`src/dmsp_pkg.sv`:
```
`timescale 1ns / 1ps

package dmsp_pkg;

  typedef enum logic [1:0] {
    OP_CMD    = 2'd0,
    OP_SAMPLE = 2'd1,
    OP_PWM    = 2'd2,
    OP_MS     = 2'd3
  } opcode_t;

  typedef enum logic [1:0] {
    ST_IDLE   = 2'd0,
    ST_RUN    = 2'd1,
    ST_LOOP   = 2'd2,
    ST_FINISH = 2'd3
  } seq_state_t;

  // configuration register indexes
  localparam logic [7:0] CFG_PWM_PERIOD = 8'd0;
  localparam logic [7:0] CFG_TIME_SCALE = 8'd1;
  localparam logic [7:0] CFG_HOLD_TICKS = 8'd2;
  localparam logic [7:0] CFG_LOOP_CODE  = 8'd3;

  localparam logic [9:0]  PWM_PERIOD_RST = 10'd100;
  localparam logic [7:0]  TIME_SCALE_RST = 8'd25;
  localparam logic [15:0] HOLD_TICKS_RST = 16'd1000;
  localparam logic [7:0]  LOOP_CODE_RST  = 8'd9;

  localparam logic [7:0]  SLOT_RUN_NOW = 8'hFF;
  localparam logic [10:0] PERIOD_MAX   = 11'd1024;
  localparam logic [6:0]  PCT_SCALE    = 7'd100;
  localparam logic [11:0] LEFT_OFFSET  = 12'd240;
  localparam logic [11:0] RIGHT_OFFSET = 12'd1900;

  // motion modes
  localparam logic [7:0] MODE_STOP    = 8'd0;
  localparam logic [7:0] MODE_P1      = 8'd1;
  localparam logic [7:0] MODE_P2      = 8'd2;
  localparam logic [7:0] MODE_LZ_NONE = 8'd3;
  localparam logic [7:0] MODE_LZ_P2   = 8'd4;
  localparam logic [7:0] MODE_LZ_P1   = 8'd5;
  localparam logic [7:0] MODE_RZ_NONE = 8'd6;
  localparam logic [7:0] MODE_NONE    = 8'd7;
  localparam logic [7:0] MODE_BOTH    = 8'd8;

  typedef struct packed {
    logic [15:0] hold_ticks;
    logic [9:0]  pwm_period;
    logic [7:0]  time_scale;
    logic [7:0]  loop_start_code;
  } cfg_t;

  // tdata layout, first field in the high bits
  typedef struct packed {
    logic [7:0]  battery_level;
    logic [15:0] left_current;
    logic [15:0] right_current;
    logic [7:0]  right_duty;
    logic [7:0]  left_duty;
    logic [7:0]  run_time;
    logic [7:0]  mode_code;
    logic [7:0]  step_slot;
  } item_t;

  typedef struct packed {
    opcode_t opcode;
    item_t   item;
  } stage_t;

  typedef struct packed {
    logic seq_busy;
    logic left_ok;
    logic right_ok;
    logic pwm_running;
    logic phase_two;
    logic phase_one;
    logic pwm_two;
    logic pwm_one;
  } result_t;

  typedef struct packed {
    logic [7:0] right_duty;
    logic [7:0] left_duty;
    logic [7:0] run_time;
    logic [7:0] mode;
  } step_t;

  typedef struct packed {
    logic stop;
    logic known;
    logic phase_one;
    logic phase_two;
    logic clr_left;
    logic clr_right;
  } mode_dec_t;

  function automatic mode_dec_t decode_mode(input logic [7:0] mode);
    mode_dec_t d;
    d = '0;
    unique case (mode)
      MODE_STOP:    d.stop = 1'b1;
      MODE_P1:      begin d.known = 1'b1; d.phase_one = 1'b1; end
      MODE_P2:      begin d.known = 1'b1; d.phase_two = 1'b1; end
      MODE_LZ_NONE: begin d.known = 1'b1; d.clr_left = 1'b1; end
      MODE_LZ_P2:   begin d.known = 1'b1; d.clr_left = 1'b1; d.phase_two = 1'b1; end
      MODE_LZ_P1:   begin d.known = 1'b1; d.clr_left = 1'b1; d.phase_one = 1'b1; end
      MODE_RZ_NONE: begin d.known = 1'b1; d.clr_right = 1'b1; end
      MODE_NONE:    d.known = 1'b1;
      MODE_BOTH:    begin d.known = 1'b1; d.phase_one = 1'b1; d.phase_two = 1'b1; end
      default:      d = '0;
    endcase
    return d;
  endfunction

endpackage

```
`src/dmsp_cfg.sv`:
```
`timescale 1ns / 1ps

module dmsp_cfg
  import dmsp_pkg::*;
(
  input  logic        clk,
  input  logic        rst_n,
  input  logic        cfg_valid,
  output logic        cfg_ready,
  input  logic [7:0]  cfg_index,
  input  logic [15:0] cfg_data,
  output cfg_t        cfg
);

  cfg_t cfg_r;

  assign cfg_ready = 1'b1;
  assign cfg       = cfg_r;

  always_ff @(posedge clk) begin
    if (!rst_n) begin
      cfg_r.pwm_period      <= PWM_PERIOD_RST;
      cfg_r.time_scale      <= TIME_SCALE_RST;
      cfg_r.hold_ticks      <= HOLD_TICKS_RST;
      cfg_r.loop_start_code <= LOOP_CODE_RST;
    end else if (cfg_valid) begin
      unique case (cfg_index)
        CFG_PWM_PERIOD: cfg_r.pwm_period      <= cfg_data[9:0];
        CFG_TIME_SCALE: cfg_r.time_scale      <= cfg_data[7:0];
        CFG_HOLD_TICKS: cfg_r.hold_ticks      <= cfg_data;
        CFG_LOOP_CODE:  cfg_r.loop_start_code <= cfg_data[7:0];
        default: ;
      endcase
    end
  end

endmodule

```
`src/dmsp_in_reg.sv`:
```
`timescale 1ns / 1ps

module dmsp_in_reg
  import dmsp_pkg::*;
(
  input  logic   clk,
  input  logic   rst_n,
  input  logic   in_valid,
  output logic   in_ready,
  input  stage_t in_data,
  input  logic   take,
  output logic   valid,
  output stage_t data
);

  logic   valid_r;
  stage_t data_r;

  assign in_ready = !valid_r || take;
  assign valid    = valid_r;
  assign data     = data_r;

  always_ff @(posedge clk) begin
    if (!rst_n) begin
      valid_r <= 1'b0;
    end else if (in_ready) begin
      valid_r <= in_valid;
    end
  end

  always_ff @(posedge clk) begin
    if (in_ready && in_valid) begin
      data_r <= in_data;
    end
  end

endmodule

```
`src/dmsp_core.sv`:
```
`timescale 1ns / 1ps

module dmsp_core
  import dmsp_pkg::*;
#(
  parameter int TABLE_STEPS = 32
) (
  input  logic    clk,
  input  logic    rst_n,
  input  logic    fire,
  input  stage_t  stage,
  input  cfg_t    cfg,
  output result_t result
);

  localparam int IDX_W = (TABLE_STEPS > 1) ? $clog2(TABLE_STEPS) : 1;
  localparam logic [8:0]     TS_SLOT = 9'(TABLE_STEPS);
  localparam logic [IDX_W:0] TS_POS  = (IDX_W + 1)'(TABLE_STEPS);

  seq_state_t state_r, state_nxt;
  logic [7:0]  cur_mode_r, cur_mode_nxt;
  logic [7:0]  cur_time_r, cur_time_nxt;
  logic [7:0]  ldut_r, ldut_nxt;
  logic [7:0]  rdut_r, rdut_nxt;
  logic [7:0]  loop_count_r, loop_count_nxt;
  logic [IDX_W-1:0] loop_pos_r, loop_pos_nxt;
  logic [15:0] step_timer_r, step_timer_nxt;
  logic [15:0] rhold_r, rhold_nxt;
  logic [15:0] lhold_r, lhold_nxt;
  logic        rok_r, rok_nxt, lok_r, lok_nxt;
  logic [9:0]  pwm_count_r, pwm_count_nxt;
  logic        ph1_r, ph1_nxt, ph2_r, ph2_nxt, run_r, run_nxt;
  logic        pin1_r, pin1_nxt, pin2_r, pin2_nxt;

  step_t                  tbl [TABLE_STEPS];
  logic [TABLE_STEPS-1:0] tbl_vld_r;

  item_t       it;
  logic        cmd, cmd_run, cmd_loop, cmd_stop, cmd_wr, ms, adv, stop;
  logic [15:0] timer_dec;
  step_t       entry_r, wr_step;
  logic [7:0]  adv_mode, adv_time, adv_ld, adv_rd;
  mode_dec_t   md;
  logic [IDX_W:0] pos_inc;

  logic [11:0] l_lin, r_lin;
  logic [22:0] l_th, r_th, l_cur, r_cur, bat;
  logic [10:0] period, cnt_inc;
  logic [17:0] cnt_pct, l_lim, r_lim;

  assign it = stage.item;

  // event decode
  always_comb begin
    cmd       = fire && (stage.opcode == OP_CMD);
    ms        = fire && (stage.opcode == OP_MS);
    cmd_run   = cmd && (it.step_slot == SLOT_RUN_NOW);
    cmd_loop  = cmd && !cmd_run && (it.mode_code == cfg.loop_start_code);
    cmd_stop  = cmd && !cmd_run && !cmd_loop && (it.mode_code == MODE_STOP);
    cmd_wr    = cmd && !cmd_run && !cmd_loop && !cmd_stop
                && ({1'b0, it.step_slot} < TS_SLOT);
    wr_step   = '{right_duty: it.right_duty,
                  left_duty:  it.left_duty,
                  run_time:   it.run_time,
                  mode:       it.mode_code};
    timer_dec = step_timer_r - 16'(step_timer_r != 16'd0);
    adv       = ms && (state_r != ST_IDLE) && (timer_dec == 16'd0);
    adv_mode  = cur_mode_r;
    adv_time  = cur_time_r;
    adv_ld    = ldut_r;
    adv_rd    = rdut_r;
    if (state_r == ST_LOOP) begin
      adv_mode = entry_r.mode;
      adv_time = entry_r.run_time;
      adv_ld   = entry_r.left_duty;
      adv_rd   = entry_r.right_duty;
    end else if (state_r == ST_FINISH) begin
      adv_mode = MODE_STOP;
    end
    md      = decode_mode(adv_mode);
    stop    = cmd_stop || (adv && md.stop);
    pos_inc = {1'b0, loop_pos_r} + (IDX_W + 1)'(1);
  end

  // next sequencer state
  always_comb begin
    state_nxt = state_r;
    priority if (stop)                        state_nxt = ST_IDLE;
    else if (cmd_run)                         state_nxt = ST_RUN;
    else if (cmd_loop)                        state_nxt = ST_LOOP;
    else if (adv && (state_r == ST_RUN))      state_nxt = ST_FINISH;
    else                                      state_nxt = state_r;
  end

  // thresholds, kept in hundredths
  always_comb begin
    l_lin = 12'({ldut_r, 3'b000}) + LEFT_OFFSET;
    r_lin = 12'({rdut_r, 3'b000}) + RIGHT_OFFSET;
    bat   = 23'(it.battery_level) * 23'(PCT_SCALE);
    l_th  = 23'(ldut_r) * 23'(l_lin) + bat;
    r_th  = 23'(rdut_r) * 23'(r_lin) + bat;
    l_cur = 23'(it.left_current) * 23'(PCT_SCALE);
    r_cur = 23'(it.right_current) * 23'(PCT_SCALE);
  end

  // pwm period counter and compare
  always_comb begin
    period  = (cfg.pwm_period == 10'd0) ? PERIOD_MAX : {1'b0, cfg.pwm_period};
    cnt_inc = {1'b0, pwm_count_r} + 11'd1;
    cnt_pct = 18'(cnt_inc == period ? 10'd0 : cnt_inc[9:0]) * 18'(PCT_SCALE);
    l_lim   = 18'(ldut_r) * 18'(period);
    r_lim   = 18'(rdut_r) * 18'(period);
  end

  // datapath update
  always_comb begin
    cur_mode_nxt   = cur_mode_r;
    cur_time_nxt   = cur_time_r;
    ldut_nxt       = ldut_r;
    rdut_nxt       = rdut_r;
    loop_count_nxt = loop_count_r;
    loop_pos_nxt   = loop_pos_r;
    step_timer_nxt = step_timer_r;
    rhold_nxt      = rhold_r;
    lhold_nxt      = lhold_r;
    rok_nxt        = rok_r;
    lok_nxt        = lok_r;
    pwm_count_nxt  = pwm_count_r;
    ph1_nxt        = ph1_r;
    ph2_nxt        = ph2_r;
    run_nxt        = run_r;
    pin1_nxt       = pin1_r;
    pin2_nxt       = pin2_r;

    if (cmd_run) begin
      cur_mode_nxt = it.mode_code;
      cur_time_nxt = it.run_time;
      ldut_nxt     = it.left_duty;
      rdut_nxt     = it.right_duty;
    end
    if (cmd_loop) begin
      loop_count_nxt = it.step_slot;
    end

    if (fire && (stage.opcode == OP_SAMPLE)) begin
      if (r_cur > r_th) begin
        rok_nxt   = 1'b0;
        rhold_nxt = cfg.hold_ticks;
      end else if (rhold_r == 16'd0) begin
        rok_nxt = 1'b1;
      end
      if (l_cur > l_th) begin
        lok_nxt   = 1'b0;
        lhold_nxt = cfg.hold_ticks;
      end else if (lhold_r == 16'd0) begin
        lok_nxt = 1'b1;
      end
    end

    if (fire && (stage.opcode == OP_PWM) && run_r) begin
      pwm_count_nxt = (cnt_inc == period) ? 10'd0 : cnt_inc[9:0];
      pin1_nxt      = (cnt_pct < l_lim) && rok_r;
      pin2_nxt      = (cnt_pct < r_lim) && lok_r;
    end

    if (ms) begin
      step_timer_nxt = timer_dec;
      rhold_nxt      = rhold_r - 16'(rhold_r != 16'd0);
      lhold_nxt      = lhold_r - 16'(lhold_r != 16'd0);
    end

    if (adv) begin
      cur_mode_nxt = adv_mode;
      cur_time_nxt = adv_time;
      ldut_nxt     = md.clr_left ? 8'd0 : adv_ld;
      rdut_nxt     = md.clr_right ? 8'd0 : adv_rd;
      if (state_r == ST_LOOP) begin
        loop_pos_nxt = ((9'(pos_inc) == {1'b0, loop_count_r}) || pos_inc >= TS_POS)
                       ? '0 : pos_inc[IDX_W-1:0];
      end
      if (md.known) begin
        ph1_nxt = md.phase_one;
        ph2_nxt = md.phase_two;
        run_nxt = 1'b1;
      end
      step_timer_nxt = 16'(adv_time) * 16'(cfg.time_scale);
    end

    if (stop) begin
      cur_mode_nxt   = MODE_STOP;
      cur_time_nxt   = 8'd0;
      ldut_nxt       = 8'd0;
      rdut_nxt       = 8'd0;
      loop_count_nxt = 8'd0;
      loop_pos_nxt   = '0;
      step_timer_nxt = 16'd0;
      ph1_nxt        = 1'b0;
      ph2_nxt        = 1'b0;
      run_nxt        = 1'b0;
      pin1_nxt       = 1'b0;
      pin2_nxt       = 1'b0;
    end
  end

  always_ff @(posedge clk) begin
    if (!rst_n) begin
      state_r      <= ST_IDLE;
      cur_mode_r   <= 8'd0;
      cur_time_r   <= 8'd0;
      ldut_r       <= 8'd0;
      rdut_r       <= 8'd0;
      loop_count_r <= 8'd0;
      loop_pos_r   <= '0;
      step_timer_r <= 16'd0;
      rhold_r      <= 16'd0;
      lhold_r      <= 16'd0;
      rok_r        <= 1'b0;
      lok_r        <= 1'b0;
      pwm_count_r  <= 10'd0;
      ph1_r        <= 1'b0;
      ph2_r        <= 1'b0;
      run_r        <= 1'b0;
      pin1_r       <= 1'b0;
      pin2_r       <= 1'b0;
      tbl_vld_r    <= '0;
      entry_r      <= '0;
    end else begin
      state_r      <= state_nxt;
      cur_mode_r   <= cur_mode_nxt;
      cur_time_r   <= cur_time_nxt;
      ldut_r       <= ldut_nxt;
      rdut_r       <= rdut_nxt;
      loop_count_r <= loop_count_nxt;
      loop_pos_r   <= loop_pos_nxt;
      step_timer_r <= step_timer_nxt;
      rhold_r      <= rhold_nxt;
      lhold_r      <= lhold_nxt;
      rok_r        <= rok_nxt;
      lok_r        <= lok_nxt;
      pwm_count_r  <= pwm_count_nxt;
      ph1_r        <= ph1_nxt;
      ph2_r        <= ph2_nxt;
      run_r        <= run_nxt;
      pin1_r       <= pin1_nxt;
      pin2_r       <= pin2_nxt;
      // stop wipes the table by dropping every valid bit
      if (stop) begin
        tbl_vld_r <= '0;
      end else if (cmd_wr) begin
        tbl_vld_r[it.step_slot[IDX_W-1:0]] <= 1'b1;
      end
      // entry at the next loop position, registered from loop_pos_nxt
      if (stop) begin
        entry_r <= '0;
      end else if (cmd_wr && (it.step_slot[IDX_W-1:0] == loop_pos_nxt)) begin
        entry_r <= wr_step;
      end else begin
        entry_r <= tbl_vld_r[loop_pos_nxt] ? tbl[loop_pos_nxt] : '0;
      end
    end
  end

  always_ff @(posedge clk) begin
    if (cmd_wr) begin
      tbl[it.step_slot[IDX_W-1:0]] <= wr_step;
    end
  end

  always_comb begin
    result.pwm_one     = pin1_nxt;
    result.pwm_two     = pin2_nxt;
    result.phase_one   = ph1_nxt;
    result.phase_two   = ph2_nxt;
    result.pwm_running = run_nxt;
    result.right_ok    = rok_nxt;
    result.left_ok     = lok_nxt;
    result.seq_busy    = (state_nxt != ST_IDLE);
  end

endmodule

```
`src/dmsp_out_reg.sv`:
```
`timescale 1ns / 1ps

module dmsp_out_reg
  import dmsp_pkg::*;
(
  input  logic    clk,
  input  logic    rst_n,
  input  logic    load,
  input  result_t load_data,
  output logic    free,
  output logic    out_tvalid,
  input  logic    out_tready,
  output result_t out_data
);

  logic    valid_r;
  result_t data_r;

  assign free       = !valid_r || out_tready;
  assign out_tvalid = valid_r;
  assign out_data   = data_r;

  always_ff @(posedge clk) begin
    if (!rst_n) begin
      valid_r <= 1'b0;
    end else if (free) begin
      valid_r <= load;
    end
  end

  always_ff @(posedge clk) begin
    if (load) begin
      data_r <= load_data;
    end
  end

endmodule

```
`src/dual_motor_step_sequencer_pwm.sv`:
```
`timescale 1ns / 1ps

// Channel  Direction  Handshake             Payload
// in_      slave      in_tvalid/in_tready   tuser opcode, tdata item fields
// out_     master     out_tvalid/out_tready tdata pin and flag levels
// cfg_     slave      cfg_valid/cfg_ready   cfg_index register, cfg_data value
//
// One item per cycle sustained while out_tready is high; each item's result
// reaches out_tdata through the input register, then the result register.
// The rate is set by the combinational state update between the two registers.
// rst_n is synchronous; reset clears all state and restores register defaults.
// A stalled result holds in the result register; one more item waits in the
// input register, then in_tready drops. cfg_ready is always high.

module dual_motor_step_sequencer_pwm
  import dmsp_pkg::*;
#(
  parameter int TABLE_STEPS = 32
) (
  input  logic        clk,
  input  logic        rst_n,
  input  logic        in_tvalid,
  output logic        in_tready,
  // [7:0] step_slot, [15:8] mode_code, [23:16] run_time, [31:24] left_duty,
  // [39:32] right_duty, [55:40] right_current, [71:56] left_current,
  // [79:72] battery_level
  input  logic [79:0] in_tdata,
  // [1:0] opcode
  input  logic [1:0]  in_tuser,
  output logic        out_tvalid,
  input  logic        out_tready,
  // [0] pwm_one, [1] pwm_two, [2] phase_one, [3] phase_two, [4] pwm_running,
  // [5] right_ok, [6] left_ok, [7] seq_busy
  output logic [7:0]  out_tdata,
  input  logic        cfg_valid,
  output logic        cfg_ready,
  input  logic [7:0]  cfg_index,
  input  logic [15:0] cfg_data
);

  cfg_t    cfg;
  stage_t  in_word, stage;
  logic    stage_valid, out_free, fire;
  result_t result, out_word;

  assign in_word.opcode = opcode_t'(in_tuser);
  assign in_word.item   = item_t'(in_tdata);
  assign fire           = stage_valid && out_free;
  assign out_tdata      = 8'(out_word);

  dmsp_cfg u_cfg (
    .clk       (clk),
    .rst_n     (rst_n),
    .cfg_valid (cfg_valid),
    .cfg_ready (cfg_ready),
    .cfg_index (cfg_index),
    .cfg_data  (cfg_data),
    .cfg       (cfg)
  );

  dmsp_in_reg u_in_reg (
    .clk      (clk),
    .rst_n    (rst_n),
    .in_valid (in_tvalid),
    .in_ready (in_tready),
    .in_data  (in_word),
    .take     (fire),
    .valid    (stage_valid),
    .data     (stage)
  );

  dmsp_core #(
    .TABLE_STEPS (TABLE_STEPS)
  ) u_core (
    .clk    (clk),
    .rst_n  (rst_n),
    .fire   (fire),
    .stage  (stage),
    .cfg    (cfg),
    .result (result)
  );

  dmsp_out_reg u_out_reg (
    .clk        (clk),
    .rst_n      (rst_n),
    .load       (fire),
    .load_data  (result),
    .free       (out_free),
    .out_tvalid (out_tvalid),
    .out_tready (out_tready),
    .out_data   (out_word)
  );

endmodule

```
`config.mk`:
```
export PLATFORM = sky130hd
export DESIGN_NAME = dual_motor_step_sequencer_pwm
export DESIGN_NICKNAME = d
export VERILOG_FILES = /design/src/dmsp_pkg.sv /design/src/dmsp_cfg.sv /design/src/dmsp_in_reg.sv /design/src/dmsp_core.sv /design/src/dmsp_out_reg.sv /design/src/dual_motor_step_sequencer_pwm.sv
export SDC_FILE = /design/constraint.sdc
export NUM_CORES = 2
export LEC_CHECK = 0
export BUFFER_PORTS_ARGS = -buffer_cell sky130_fd_sc_hd__clkbuf_2
export CAP_MARGIN = 20
export CORE_MARGIN = 4
export CORE_UTILIZATION = 62
export DETAILED_ROUTE_END_ITERATION = 12
export GPL_TIMING_DRIVEN = 0
export PLACE_DENSITY = 0.9
export SKIP_CTS_REPAIR_TIMING = 1
export SLEW_MARGIN = 10
export SYNTH_ARGS = -nofsm -noshare
export SYNTH_HDL_FRONTEND = slang
export SYNTH_SLANG_ARGS = --single-unit
export TNS_END_PERCENT = 20
```
`constraint.sdc`:
```
create_clock -name clk -period 10.2 [get_ports clk]
set_input_delay 1.02 -clock clk [delete_from_list [all_inputs] [get_ports clk]]
set_output_delay 1.02 -clock clk [all_outputs]
set_load 0.1 [all_outputs]
```
# Yosys cells after proc, flatten, opt, wreduce, memory -nomap -nowiden
# Memory sizes are Yosys's and may differ from the RTL's.
# Index checks and enable logic that the tools add are counted.
[classes] n_addsub=9 order_cmp=9 n_eq_ne=24 n_bitwise=2 multipliers=9 muxes=67 n_reduce_logical=62
[op_table] cell="$mux W16" n=8
[op_table] cell="$mux W8" n=15
[op_table] cell="$mux W32" n=2
[op_table] cell="$logic_not A16 Y1" n=3
[op_table] cell="$reduce_bool A16 Y1" n=3
[op_table] cell="$sub A16 B1 Y16" n=3
[op_table] cell="$gt A23 B23 Y1" n=2
[op_table] cell="$add A20 B15 Y21" n=2
[op_table] cell="$mul A16 B5 Y21 const B" n=2
[op_table] cell="$mul A8 B12 Y20" n=2
[op_table] cell="$lt A18 B18 Y1" n=2
[op_table] cell="$mul A8 B11 Y18" n=2
[op_table] cell="$eq A8 B2 Y1 const B" n=4
[op_table] cell="$eq A8 B3 Y1 const B" n=4
[op_table] cell="$or A32 B32 Y32" n=1
[op_table] cell="$mux W1" n=29
[op_table] cell="$logic_not A8 Y1" n=3
[op_table] cell="$logic_and A1 B1 Y1" n=22
[op_table] cell="$mux W10" n=2
[op_table] cell="$mux W5" n=4
[op_table] cell="$mul A18 B5 Y16 const B" n=1
[op_table] cell="$eq A8 B1 Y1 const B" n=2
[op_table] cell="$mul A8 B8 Y16" n=1
[op_table] cell="$reduce_and A2 Y1" n=8
[op_table] cell="other kinds (31)" n=55
[totals] in_bits=111 n_memories=1 word_cells=229 register_bits=310 ram_bits=1024 out_inout_bits=11
[memory_table] memory="u_core.tbl" words=32 word_bits=32 read_ports=1 rd_ports_with_merged_regs=0 write_ports=1 line_no="dmsp_core.sv:35" source="step_t tbl [TABLE_STEPS];"

# Logic depth before layout (Yosys ltp)
[depth] depth_word=17 ltp_mapped=42 mapped_depth_nobuf=41

# Cells and area by module
# From an unflattened synthesis, not the netlist that was laid out.
[hier_totals] cells_unflattened=6629 area_unflattened_um2=73252.8
[modules_own_cells] module="dmsp_core" instances=1 cells_per_inst=6359 area_per_inst_um2=68709.6 seq_area_each_um2=34272.9
[modules_own_cells] module="dmsp_in_reg" instances=1 cells_per_inst=87 area_per_inst_um2=2519.9 seq_area_each_um2=2482.4
[modules_own_cells] module="dmsp_cfg" instances=1 cells_per_inst=170 area_per_inst_um2=1727.9 seq_area_each_um2=840.8
[modules_own_cells] module="dmsp_out_reg" instances=1 cells_per_inst=12 area_per_inst_um2=289.0 seq_area_each_um2=260.2
[modules_own_cells] module="dual_motor_step_sequencer_pwm" instances=1 cells_per_inst=1 area_per_inst_um2=6.3 seq_area_each_um2=0.0

# Least setup slack after synthesis
# No wires, ideal clock.
[synth_timing] path_type="register to register" startpoint="register u_in_reg.data_r, in the netlist u_in_reg.data[75]" endpoint="register u_core.lhold_r[10]" setup_slack_ps=1707 n_path_buf=2 t_required_ps=10085 synth_period_minus_slack_ps=8493 stages_incl_launch_ff=43 setup_time_ps=115 arrival_time_ps=8378 cell_sequence="edfxtp_1 -> ha_1 -> ha_1 -> inv_1 -> fa_1 -> inv_1 -> ha_1 -> inv_1 -> o21ai_0 -> xnor2_1 -> fa_1 -> fa_1 -> inv_1 -> fa_1 -> inv_1 -> fa_1 -> inv_1 -> ha_1 -> [... 7 more ...] -> o21ai_0 -> a21o_1 -> a21oi_1 -> xor2_1 -> ha_1 -> nand2_1 -> nor2_1 -> nand3_1 -> nor3b_1 -> a21oi_1 -> o31ai_1 -> nor2_1 -> mux2_2 -> a21boi_0 -> clkbuf_1 -> clkbuf_1 -> nor2_1 -> o21a_1"
[synth_via] elab_chain_cells=5
[synth_lines] element="from (decl)" line_no="dmsp_in_reg.sv:17" source="stage_t data_r;"
[synth_lines] element="from (signal assigned)" line_no="dmsp_in_reg.sv:33" source="data_r <= in_data;"
[synth_lines] element="$mul A8 B5 Y13" line_no="dmsp_core.sv:99" source="bat = 23'(it.battery_level) * 23'(PCT_SCALE);"
[synth_lines] element="$add A20 B15 Y21" line_no="dmsp_core.sv:100" source="l_th = 23'(ldut_r) * 23'(l_lin) + bat;"
[synth_lines] element="$gt A23 B23 Y1" line_no="dmsp_core.sv:152" source="if (l_cur > l_th) begin"
[synth_lines] element="$reduce_bool A2 Y1 (no line)"
[synth_lines] element="$reduce_and A2 Y1 (no line)"
[synth_lines] element="to (signal assigned)" line_no="dmsp_core.sv:237" source="lhold_r <= lhold_nxt;"
[synth_lines] element="to (decl)" line_no="dmsp_core.sv:29" source="logic [15:0] lhold_r, lhold_nxt;"
# Every way passes these cells.
# A chain may end at the register's enable or synchronous reset.

==> reports/qor.json <==
{
  "timing": {
    "skew_ps": 57.7,
    "tightestPinTransition_ps": 1260,
    "grt_setup_unrepaired": "false",
    "timing.slew.headroom_pct": 16.0,
    "setup_violations": 0,
    "report.final.hold_viol_count": 0,
    "maxSlewViolCount": 0,
    "finalSetupTns_ps": 0,
    "final.period_utilization_pct": 94.1,
    "min_clock_period_post_route_ps": 9600,
    "achievable-frequency_mhz": 104
  },
  "routing": {
    "totalWireLength_um": 228000,
    "post_drt_via_cell_ratio": 6.69,
    "initialDrtViolationCount": 9954,
    "firstDrtPassIters": 12,
    "met3RoutedLength_um": 33200,
    "drtAntennaViolNets": 0,
    "top_layer": "met5",
    "met1_length_um": 72800,
    "drt-wirelength-per-cell_um": 26.8,
    "detailroute.wirelength.met2_um": 101000,
    "drc_violations_left": 0,
    "vias": 56700
  },
  "yosys": {
    "synth_async_sr_flop_share_pct": 0,
    "synthesis.area_um2": 72100,
    "synth.most_common_cell": "edfxtp_1",
    "synth_seq_area_share_pct": 52.5,
    "synth_largest_area_cell": "edfxtp_1",
    "ys_dominant_reg_cell": "edfxtp_1",
    "synth-edff-count": 1114,
    "netlist_top_cells_count": "edfxtp_1, nand2_1, a21oi_1, inv_1, ha_1",
    "top_cell_type_s_share_of_synthesized_area_pct": 46.4,
    "post_syn_instances": 6509,
    "yosys-top-cells-area": "edfxtp_1, ha_1, fa_1",
    "synth_area_per_cell_um2": 11.1,
    "synth_cell_type_count": 87,
    "synthesis.nets": 7363,
    "ys_seq_elements": 1334,
    "synthesis.yosys.warnings": 0
  },
  "placed_design": {
    "routabilityCongestion": 0.998,
    "numPortBuffers": 120,
    "dp.final_hpwl_um": 157000,
    "detailed_place.area_um2": 76500
  },
  "run_status": {
    "run_status": "completed"
  },
  "power": {
    "powerDensity_nw_per_um2": 154,
    "p_sw_mw": 3.18,
    "pwr-share-seq_pct": 48.0,
    "internal-power_mw": 9.32,
    "power.ir.vdd_worst_mv": 0.194,
    "p_sw_share_pct": 25.4,
    "power.clock.fraction_pct": 40.6,
    "comb_power_share_pct": 11.4,
    "leakagePower_nw": 32.4
  },
  "hold_path": {
    "holdCritPathClass": "input pin to register"
  },
  "critical_path": {
    "slowest_delay_ps": 540,
    "crit_arrival_ps": 10080,
    "critical_path.startpoint_type": "register",
    "slowest_stage": "fa_1",
    "setup.worst_path.class": "register to register",
    "worst_setup_path_end_kind": "register",
    "r2r_slack_ps": 600,
    "cp_data_required_time_ps": 10690,
    "peak_fanout_along_the_critical_path": 10
  },
  "cts": {
    "cts_made_buffers": 132,
    "tritoncts_num_sinks": 1334,
    "cts_max_path_buffers": 3,
    "clk_pin_slew_worst_paths_ps": 60,
    "latest_clock_arrival_within_the_worst_skew_pair_ps": 800,
    "clock_tree.root_cell": "clkbuf_16",
    "htree_levels": 4,
    "cts_tree": "yes"
  },
  "floorplanning": {
    "dieHeight_um": 349,
    "initial_utilization_pct": 62.7,
    "std_cell_rows": 124,
    "core_um2": 115000,
    "ioPinCount": 122,
    "fp.dieArea_um2": 122000,
    "die_w_um": 349
  },
  "cells_and_area": {
    "final_area_um2": 81000,
    "syn_to_final_growth_pct": 12.4,
    "final_layout_size_suffix_gt1_share_pct": 7.29,
    "final_core_utilization_pct": 70.5,
    "net_total_in_the_final_layout": 7700
  },
  "global_route": {
    "grt_max_degree": 57,
    "globalRouteOverflowTotal": 0,
    "first_global_vias": 56300,
    "wire_length_of_the_first_global_routing_pass_um": 335000,
    "grtUsageTotal_pct": 36.8,
    "grt_antenna_before_repair": 25
  },
  "run": {
    "cap_violations": 0
  }
}
-- cell type report --
type / count / area [um2]
Multi-Input combinational cell: 4273 / 31100
Tap cell: 1512 / 1890
Timing Repair Buffer: 203 / 2220
Antenna cell: 17 / 42.5
Sequential cell: 1334 / 37900
Clock buffer: 160 / 3520
Buffer: 336 / 1320
Inverter: 566 / 2120
Clock inverter: 82 / 937
Fill cell: 7281 / 34000
-- sequential cells by signal, summed over array words and instances (netlist names), 2 cells and up --
| register | flops |
|---|---|
| u_core.entry_r | 32 |
| u_core.tbl | 1024 |
| u_core.cur_time_r | 8 |
| u_core.cur_mode_r | 8 |
| u_core.loop_pos_r | 5 |
| u_core.lhold_r | 16 |
| u_out_reg.out_data | 8 |
| u_core.tbl_vld_r | 32 |
| u_core.rhold_r | 16 |
| u_in_reg.data | 82 |
| u_core.pwm_count_r | 10 |
| u_cfg.cfg | 42 |
| u_core.ldut_r | 8 |
| u_core.step_timer_r | 16 |
| u_core.state_r | 2 |
| u_core.loop_count_r | 8 |
| u_core.rdut_r | 8 |
-- layout by cell type, fill, tap and decap left out, types with 108 or more instances in the layout --
| cell | netlist | layout |
|---|---|---|
| a21oi_1 | 662 | 662 |
| a22oi_1 | 179 | 179 |
| and2_1 | 162 | 161 |
| clkbuf_1 | 291 | 307 |
| clkbuf_16 | 0 | 134 |
| clkbuf_2 | 1 | 124 |
| dfxtp_1 | 220 | 220 |
| edfxtp_1 | 1114 | 1114 |
| fa_1 | 283 | 283 |
| ha_1 | 460 | 460 |
| inv_1 | 564 | 564 |
| nand2_1 | 1012 | 1012 |
| nor2_1 | 339 | 307 |
| xnor2_1 | 111 | 108 |
-- power groups by stage --
stage	Combinational (mW)	Sequential, mW	Clock [mW]
floorplan	0.935	6.12	0
global placement	1.19	6.18	0
detailed placement	1.37	6.11	0
CTS	1.39	6.00	5.03
global route	1.58	6.00	5.27
finish	1.42	6.00	5.08
-- path summary, 6_finish.rpt --
path                                      startpoint                     to  cells after the start
worst min register to register  u_core.cur_time_r[5]   u_core.cur_time_r[5]                      2
worst max register to register     u_in_reg.data[74]  u_out_reg.out_data[6]                     38
worst max-delay path               u_in_reg.data[74]  u_out_reg.out_data[6]                     38
worst min-delay path                    in_tdata[71]      u_in_reg.data[71]                      1
-- per-layer routing --
metal  vias up  global-route usage [%]
met5         -                       0
met4        12                    26.6
met3      1272                    11.8
met2      5027                    57.0
met1     26800                    43.4
li1      23600                       -
-- cells by family after synthesis --
logic type      count (synthesis)  share of synthesized area [%]
mux                            63                          0.880
flops                        1334                           52.5
xor+xnor                      160                           1.95
fa+ha+maj                     743                           15.8
simple gates                 1970                           12.4
buf+inv                       902                           4.78
other cells                     1                        0.00520
compound gates               1336                           11.6
-- worst max-delay path, delay by kind of cell, from the launching register on --
kind	cells	cell delay (ps)
AND/OR/NAND/NOR	6	590
AO/OA/AOI/OAI	13	2430
flip-flops	1	520
buffers and inverters	6	800
multiplexers	1	380
adder cells (fa/ha/maj)	10	4010
XOR/XNOR	2	540
-- per-stage QoR --
stage / power, mW / worst slack, ps / hold slack, ps / std cells
after floorplan: 7.05 / 1710 / 432 / 6509
after detailed placement: 7.48 / 126 / 449 / 8222
after global routing: 12.9 / 4.98 / 384 / 8468
after global placement: 7.37 / 286 / 439 / 8141
after CTS: 12.4 / 35.3 / 368 / 8464
final: 12.5 / 602 / 403 / 8483
Note: power is estimated with default switching activity, not from simulation.
